`config.mk`:
```
export PLATFORM = sky130hd
export DESIGN_NAME = tsft_ctrl
export DESIGN_NICKNAME = d
export VERILOG_FILES = /design/src/rtl/core/tsft_pkg.sv /design/src/rtl/core/tsft_ctrl.sv
export VERILOG_INCLUDE_DIRS = /design/src /design/src/rtl/core
export SDC_FILE = /design/constraint.sdc
export NUM_CORES = 1
export LEC_CHECK = 0
export BUFFER_PORTS_ARGS = -buffer_cell sky130_fd_sc_hd__buf_2
export CORE_AREA = 2 2 39 41
export DETAILED_ROUTE_END_ITERATION = 10
export DIE_AREA = 0 0 41 43
export HOLD_SLACK_MARGIN = 0.1
export PLACE_DENSITY = 0.71
export SLEW_MARGIN = 10
export SYNTH_ARGS = -nofsm -noshare
export SYNTH_HDL_FRONTEND = slang
export SYNTH_SLANG_ARGS = --single-unit
```
`constraint.sdc`:
```
create_clock -name clk -period 1.45 [get_ports clk]
set_input_delay 0.29 -clock clk [delete_from_list [all_inputs] [get_ports clk]]
set_output_delay 0.29 -clock clk [all_outputs]
set_load 0.03 [all_outputs]
```
`src/rtl/core/topic_subscription_fanout_table_macros.svh`:
```
// Assertion macros shared by the fan-out table modules
`ifndef TOPIC_SUBSCRIPTION_FANOUT_TABLE_MACROS_SVH
`define TOPIC_SUBSCRIPTION_FANOUT_TABLE_MACROS_SVH

// Implication checked on every edge outside reset
`define TSFT_ASSERT_IMP(label, ante, cons) \
    label: assert property (@(posedge clk) disable iff (!rst_n) (ante) |-> (cons)) \
        else $error("tsft check failed");

// Next-cycle implication outside reset
`define TSFT_ASSERT_NEXT(label, ante, cons) \
    label: assert property (@(posedge clk) disable iff (!rst_n) (ante) |=> (cons)) \
        else $error("tsft check failed");

`endif

```
`src/rtl/core/tsft_pkg.sv`:
```
package tsft_pkg;

    localparam int TOPICS_DEF = 16;
    localparam int SUBS_DEF   = 16;

    localparam int ID_W   = 22;
    localparam int SLOT_W = 4;
    localparam int KIND_W = 2;

    typedef enum logic [KIND_W-1:0] {
        KIND_ACK     = 2'd0,
        KIND_DELIVER = 2'd1,
        KIND_REFUSE  = 2'd2
    } kind_t;

    localparam logic OP_PUBLISH   = 1'b0;
    localparam logic OP_SUBSCRIBE = 1'b1;

    typedef enum logic [3:0] {
        ST_IDLE,
        ST_SEARCH,
        ST_DECIDE,
        ST_ACK,
        ST_READ,
        ST_WAIT,
        ST_DELIVER,
        ST_REFUSE
    } state_t;

    // controller to datapath
    typedef struct packed {
        logic load;        // capture request, clear search index
        logic step;        // advance search index
        logic create;      // create topic at next free slot
        logic append;      // append requester to matched slot
        logic rd_issue;    // read subscriber entry at fan-out index
        logic fan_next;    // advance fan-out index
        logic out_load;    // load output register
        kind_t kind;
        logic last;
        logic use_sub;     // target from subscriber memory
        logic slot_zero;   // report slot 0
    } tsft_cmd_t;

    // datapath to controller
    typedef struct packed {
        logic is_sub;
        logic search_done;
        logic hit;
        logic table_full;
        logic list_full;
        logic count_zero;
        logic fan_last;
        logic out_busy;
    } tsft_stat_t;

endpackage

```
`src/rtl/core/tsft_ctrl.sv`:
```
module tsft_ctrl
    import tsft_pkg::*;
(
    input  logic       clk,
    input  logic       rst_n,
    input  logic       req_valid,
    output logic       req_ready,
    input  tsft_stat_t stat,
    output tsft_cmd_t  cmd
);

    state_t state_reg, state_next;

    // state register
    always_ff @(posedge clk or negedge rst_n)
    begin
        if (!rst_n)
            state_reg <= ST_IDLE;
        else
            state_reg <= state_next;
    end

    // next state and commands
    always_comb
    begin
        state_next = state_reg;
        cmd        = '0;
        cmd.kind   = KIND_ACK;
        req_ready  = 1'b0;
        case (state_reg)
            ST_IDLE:
            begin
                req_ready = 1'b1;
                if (req_valid)
                begin
                    cmd.load   = 1'b1;
                    state_next = ST_SEARCH;
                end
            end
            ST_SEARCH:
            begin
                if (stat.hit || stat.search_done)
                    state_next = ST_DECIDE;
                else
                    cmd.step = 1'b1;
            end
            ST_DECIDE:
            begin
                if (!stat.is_sub)
                begin
                    if (!stat.hit && !stat.table_full)
                        cmd.create = 1'b1;
                    state_next = ST_ACK;
                end
                else if (!stat.hit && stat.table_full)
                    state_next = ST_REFUSE;
                else if (!stat.hit)
                begin
                    // new topic becomes the hit, append on the next pass
                    cmd.create = 1'b1;
                    state_next = ST_DECIDE;
                end
                else if (stat.list_full)
                    state_next = ST_REFUSE;
                else
                begin
                    cmd.append = 1'b1;
                    state_next = ST_IDLE;
                end
            end
            ST_ACK:
            begin
                if (!stat.out_busy)
                begin
                    cmd.out_load  = 1'b1;
                    cmd.kind      = KIND_ACK;
                    cmd.slot_zero = !stat.hit && stat.table_full;
                    cmd.last      = !stat.hit || stat.count_zero;
                    state_next    = cmd.last ? ST_IDLE : ST_READ;
                end
            end
            ST_READ:
            begin
                cmd.rd_issue = 1'b1;
                state_next   = ST_WAIT;
            end
            ST_WAIT:
                state_next = ST_DELIVER;
            ST_DELIVER:
            begin
                if (!stat.out_busy)
                begin
                    cmd.out_load = 1'b1;
                    cmd.kind     = KIND_DELIVER;
                    cmd.use_sub  = 1'b1;
                    cmd.last     = stat.fan_last;
                    cmd.fan_next = 1'b1;
                    state_next   = stat.fan_last ? ST_IDLE : ST_READ;
                end
            end
            ST_REFUSE:
            begin
                if (!stat.out_busy)
                begin
                    cmd.out_load  = 1'b1;
                    cmd.kind      = KIND_REFUSE;
                    cmd.slot_zero = !stat.hit;
                    cmd.last      = 1'b1;
                    state_next    = ST_IDLE;
                end
            end
            default:
                state_next = ST_IDLE;
        endcase
    end

`include "topic_subscription_fanout_table_macros.svh"
    `TSFT_ASSERT_IMP(a_ready_idle, req_ready, state_reg == ST_IDLE)
    `TSFT_ASSERT_IMP(a_one_write, cmd.create, !cmd.append)
    `TSFT_ASSERT_NEXT(a_load_search, cmd.load, state_reg == ST_SEARCH)

endmodule

```
==> results of run 1 <==
## how the worst min path moves through the flow
stage / from / to / slack [ns] / depth (start not counted)
2_1_floorplan: rst_n / state_reg[0] / -0.006 / 0
3_3_place_gp: rst_n / state_reg[1] / 0.09 / 1
3_5_place_dp: rst_n / state_reg[1] / 0.09 / 1
4_1_cts: rst_n / state_reg[1] / 0.37 / 2
5_1_grt: rst_n / state_reg[0] / 0.39 / 2
6_report: rst_n / state_reg[0] / 0.37 / 2
## synthesized netlist by cell type
master | n | area (sq um)
a221o_1 | 1 | 10.01
nand3b_1 | 2 | 15.01
a22oi_1 | 1 | 7.510
nand3_2 | 1 | 10.01
a21boi_0 | 1 | 7.510
nor2_1 | 6 | 22.52
a32oi_1 | 1 | 8.760
nor4_1 | 2 | 12.51
nand2_1 | 5 | 18.77
nand4_1 | 1 | 6.260
buf_6 | 2 | 22.52
mux2_4 | 1 | 15.01
inv_1 | 4 | 15.01
and3_1 | 1 | 6.260
nor2b_1 | 1 | 6.260
nor3_1 | 4 | 20.02
nor2_8 | 1 | 20.02
or3_1 | 1 | 6.260
dfrtp_1 | 3 | 75.07
a21oi_1 | 4 | 20.02
a32o_1 | 1 | 10.01
buf_4 | 2 | 15.01
o221a_2 | 1 | 11.26
nor3b_1 | 1 | 7.510
o21ai_0 | 6 | 30.03
nor3_2 | 1 | 10.01
and2_1 | 2 | 12.51
## power groups by stage
stage / Sequential [uW] / Combinational, uW / Clock [uW]
after global routing: 244 / 1560 / 170
after floorplan: 217 / 739 / 0
after global placement: 237 / 983 / 0
after detailed placement: 239 / 988 / 0
final: 238 / 1460 / 157
after CTS: 223 / 1320 / 164
## cell families after synthesis
family                 after synthesis  share of synthesized area (%)
AO/OA/AOI/OAI                       16                          24.93
AND/OR/NAND/NOR                     29                          41.25
multiplexers                         1                          3.560
flip-flops                           3                          17.80
buffers and inverters                8                          12.46
## layer usage
metal | global-route usage, % | vias to the layer above | wire length, um
met3 | 3.141 | 4 | 81
met1 | 24.60 | 287 | 626
met4 | 14.00 | 0 | 34
met2 | 27.19 | 30 | 743
met5 | 0 | - | 0
li1 | - | 295 | -
## metrics by stage
stage | power (uW) | setup WS [ns] | std cells
finish | 1852 | -0.1073 | 116
global route | 1972 | -0.1811 | 116
CTS | 1710 | -0.1203 | 115
detailed placement | 1227 | 0.05818 | 102
global placement | 1220 | 0.07772 | 102
floorplan | 955.7 | -0.08300 | 57
## placed cells by master (no fill, tap or decap), types with 2 or more instances in the layout
cell / count
nor2_4: 2
a21oi_2: 2
nand3b_1: 2
o21ai_1: 2
nand2_4: 2
buf_6: 7
nor4_1: 2
clkbuf_4: 3
nor2_2: 3
dfrtp_2: 3
nand2_1: 2
buf_2: 10
inv_1: 4
nor3_2: 2
o21ai_0: 4
buf_4: 24
nor3_4: 2
a21oi_1: 2
## layout make-up
| class | count | area, sq um |
|---|---|---|
| Multi-Input combinational cell | 46 | 384.1 |
| Sequential cell | 3 | 78.83 |
| Inverter | 4 | 15.01 |
| Clock buffer | 4 | 26.28 |
| Tap cell | 16 | 20.02 |
| Timing Repair Buffer | 43 | 339.1 |
| Fill cell | 114 | 520.5 |
## what timing repair did
action | 4_1_cts | 5_1_grt
pin swaps | 1 | 1
setup buffers | 8 | 1
endpoints found under the setup margin | 13 | 15
endpoints found under the hold margin | 3 | 0
hold buffers | 1 | 0
gates resized for setup | 26 | 11
## worst reg2reg max path: stages, from the launching register on
cell and delay [ns]:
dfrtp_2 0.49, buf_4 0.17, buf_4 0.13, nor4_1 0.25, o21ai_0 0.11, a32oi_1 0.19
==> results.cfg, run 1 <==
[global_routing]
track_usage_pct = 19.11
grt_pass1_vias = 554
grt_max_degree = 8
grt_first_pass_wirelength_um = 2277
grt.overflow.total = 0
grt_antenna_before_repair = 0

[sta]
fin_skew_ns = 0.0003476
fin_crit_ns = 1.557
tightest_slew_ns = 0.2535
slew_violations = 0
hold_violations = 0
setup_viol = 11
max_slew_margin_pct = 82.94
post-route-period-util_pct = 107.4
layout_setup_ws_ns = -0.1073
final.setup.tns_ns = -0.7421
rsz0062_at_grt = true
fmax_ghz = 0.6422
hold-worst-slack_ns = 0.3739

[power]
power_frac_seq_pct = 12.9
switching_share_pct = 47.37
internal_power_uw = 974.9
p_sw_uw = 877.4
p_leak_uw = 0.0004080
power.density_nw_per_um2 = 2146
ir_drop_uv = 1045
power_frac_comb_pct = 78.7
clockPowerShare_pct = 8.5

[critical_path]
slowest_delay_ns = 0.44
reg2reg_from = state_reg[2]
crit_arrival_ns = 1.27
r2r_cells = 5
worstSetupStartpointType = flip-flop
worstSetupEndpoint = cmd[9]
cpLargestDelayFamily = flip-flops
cpMaxStageDelayCell = dfrtp_2
crit_path_cell_trace = buf_6 -> nor2_8 -> nand2_4 -> nor3_2 -> buf_4
path_max_fanout = 6
worst-path-buf-inv = 2
r2r_end = state_reg[2]
path_depth = 5
critPathKind = flip-flop to output port
end_kind = output port
cp.required_ns = 1.16
crit_start = state_reg[0]
rrSetupSlack_ns = 0.01

[cells_and_area]
nNetsFinal = 112
largest_reg_flops = 3
final_cell_area_sq_um = 863.3
diodes = 0
drive_above_1_share_pct = 69.00
syn_to_final_growth_pct = 104.7
final_util_pct = 62.39

[place]
dpl_cell_area_sq_um = 640.6
port_buffers = 23
hpwl_um = 969.4
place.gp.congestion = 0.8702

[hold_path]
hp-class = input pin to asynchronous set/reset pin

[synthesis]
syn_area_sq_um = 421.7
ys_seq_area_share_pct = 17.80
syn_inst = 57
synth_warnings = 0
synth_fp_nets = 68
synth_cell_types = 27
avgSynthCellArea_sq_um = 7.397
synth_seq_cells = 3

[detailed_routing]
vias = 616
drt_wl_total_um = 1486
wl_per_cell_um = 12.81
drt_iter0_markers = 28
drcViolationCount = 0
ant_nets = 0
via_per_inst = 5.310
first_pass_iters = 4

[flow_run]
drv_cap = 0

[cts]
clk_latency_ns = 0.24
clkTransAtPathRegs_ns = 0.04
cts_root_buf = clkbuf_4
cts_tree = done
clock_sinks = 3
cts_buffer_depth = 2
htreeDepth = 1
numCtsBuffers = 3

[floorplanning]
die_h_um = 43
die_area_sq_um = 1763
row_count = 14
die_w_um = 41
fp.coreArea_sq_um = 1384
initial_utilization_pct = 30.47
io_pins = 24

[status]
status = finished, violations left
violations = setup timing
Note: power is estimated with default switching activity, not from simulation.
==> run 2, diff against run 1 <==
==> constraint.sdc (replaced) <==
create_clock -name clk -period 1.7 [get_ports clk]
set_input_delay 0.34 -clock clk [delete_from_list [all_inputs] [get_ports clk]]
set_output_delay 0.34 -clock clk [all_outputs]
set_load 0.03 [all_outputs]
==> results.cfg, run 2 (synthesized netlist as in run 1, its figures left out) <==
[status]
status = finished, final reports clean

[sta]
hold-worst-slack_ns = 0.4239
setup_viol = 0
max_slew_margin_pct = 83.45
hold_violations = 0
post-route-period-util_pct = 96.17
fin_crit_ns = 1.635
layout_setup_ws_ns = 0.06515
fmax_ghz = 0.6117
tightest_slew_ns = 0.2459
final.setup.tns_ns = 0
slew_violations = 0
fin_skew_ns = 0.00008371

[power]
power.density_nw_per_um2 = 1780
ir_drop_uv = 593.9
power_uw = 1209
p_leak_uw = 0.0003315

[floorplanning]
row_count = 14
die_area_sq_um = 1763
die_h_um = 43
die_w_um = 41
fp.coreArea_sq_um = 1384
io_pins = 24
initial_utilization_pct = 30.47

[global_routing]
grt_first_pass_wirelength_um = 1932
grt.overflow.total = 0
track_usage_pct = 15.53
grt_max_degree = 10
grt_antenna_before_repair = 0
grt_pass1_vias = 472

[critical_path]
rrSetupSlack_ns = 0.30
crit_arrival_ns = 1.29
r2r_cells = 5
cpMaxStageDelayCell = dfrtp_1
reg2reg_from = state_reg[2]
worstSetupEndpoint = cmd[9]
critPathKind = flip-flop to output port
path_max_fanout = 6
crit_path_cell_trace = buf_4 -> nor2_8 -> nand2_1 -> nor3_2 -> buf_4
end_kind = output port
crit_start = state_reg[2]
slowest_delay_ns = 0.38
cp.required_ns = 1.36
worstSetupStartpointType = flip-flop
crit_top_cell = buf_4
r2r_end = state_reg[2]

[cells_and_area]
largest_reg_flops = 3
nNetsFinal = 103
syn_to_final_growth_pct = 61.13
drive_above_1_share_pct = 53.85
diodes = 0
layout_commonest_cell = buf_2
final_cell_mix = buf_2 (18), buf_4 (11), o21ai_0 (6)

[place]
place.gp.congestion = 0.8626
port_buffers = 23
place_ws_ns = 0.2023
hpwl_um = 908.8

[cts]
htreeDepth = 1
cts_buffer_depth = 2
clk_latency_ns = 0.24
cts_tree = done
clock_sinks = 3
clkTransAtPathRegs_ns = 0.04
numCtsBuffers = 3
cts_root_buf = clkbuf_4

[detailed_routing]
wl_per_cell_um = 11.34
ant_nets = 0
via_per_inst = 5.187
drcViolationCount = 0
drt_iter0_markers = 17
drt_wl_total_um = 1213
vias = 555
first_pass_iters = 4

[hold_path]
hp-class = input pin to asynchronous set/reset pin

[flow_run]
drv_cap = 0
## run 2: cell types whose count changed in the layout (fill, tap and decap cells not counted), sizes merged
| cell | before | now |
|---|---|---|
| clkbuf | 4 | 6 |
| buf | 42 | 31 |
## run 2: layout make-up
class                      count  area, sq um
sequential                     3        77.57
tap                           16        20.02
clock buffer                   4        26.28
timing repair buffer          34        220.2
fill                         133        704.4
multi-input combinational     46        320.3
inverter                       4        15.01
## run 2: where the power goes
part	total (uW)	internal, uW	switching [uW]
clock	131	88.3	42.3
sequential	169	115	53.7
combinational	910	396	514
total	1210	600	610
## run 2: how the worst min path moves through the flow
stage / from / depth (start not counted) / to / slack (ns)
floorplan: rst_n / 0 / state_reg[0] / 0.04
global placement: rst_n / 1 / state_reg[0] / 0.13
detailed placement: rst_n / 1 / state_reg[1] / 0.14
CTS: rst_n / 2 / state_reg[2] / 0.42
global route: rst_n / 2 / state_reg[1] / 0.46
finish: rst_n / 2 / state_reg[0] / 0.42
## run 2: metrics by stage
stage               cells  utilization, %  cell area [sq um]
floorplan              57               -              439.2
global placement       98           42.04              581.8
detailed placement     98           42.04              581.8
CTS                   103           45.75              633.1
global route          107           49.10              679.4
finish                107           49.10              679.4
## run 2: worst max-delay path, delay by kind of cell, from the launching register on
kind	cells	cell delay, ns
buffers and inverters	2	0.36
flip-flops	1	0.38
AND/OR/NAND/NOR	3	0.32
## run 2: per-layer routing
| metal | part of all wire (%) | GRT usage (%) |
|---|---|---|
| met1 | 43 | 20.45 |
| met2 | 51 | 23.75 |
| met5 | 0 | 0 |
| met4 | 0.66 | 8.000 |
| met3 | 4.5 | 1.571 |
## run 2: repair_timing
| item | in CTS | in global routing |
|---|---|---|
| buffers inserted | 0 | 4 |
| setup endpoints to repair | 4 | 9 |
| resized for setup | 5 | 7 |
| pin swaps | 0 | 1 |
| hold buffers | 1 | 0 |
| hold endpoints to repair | 3 | 0 |
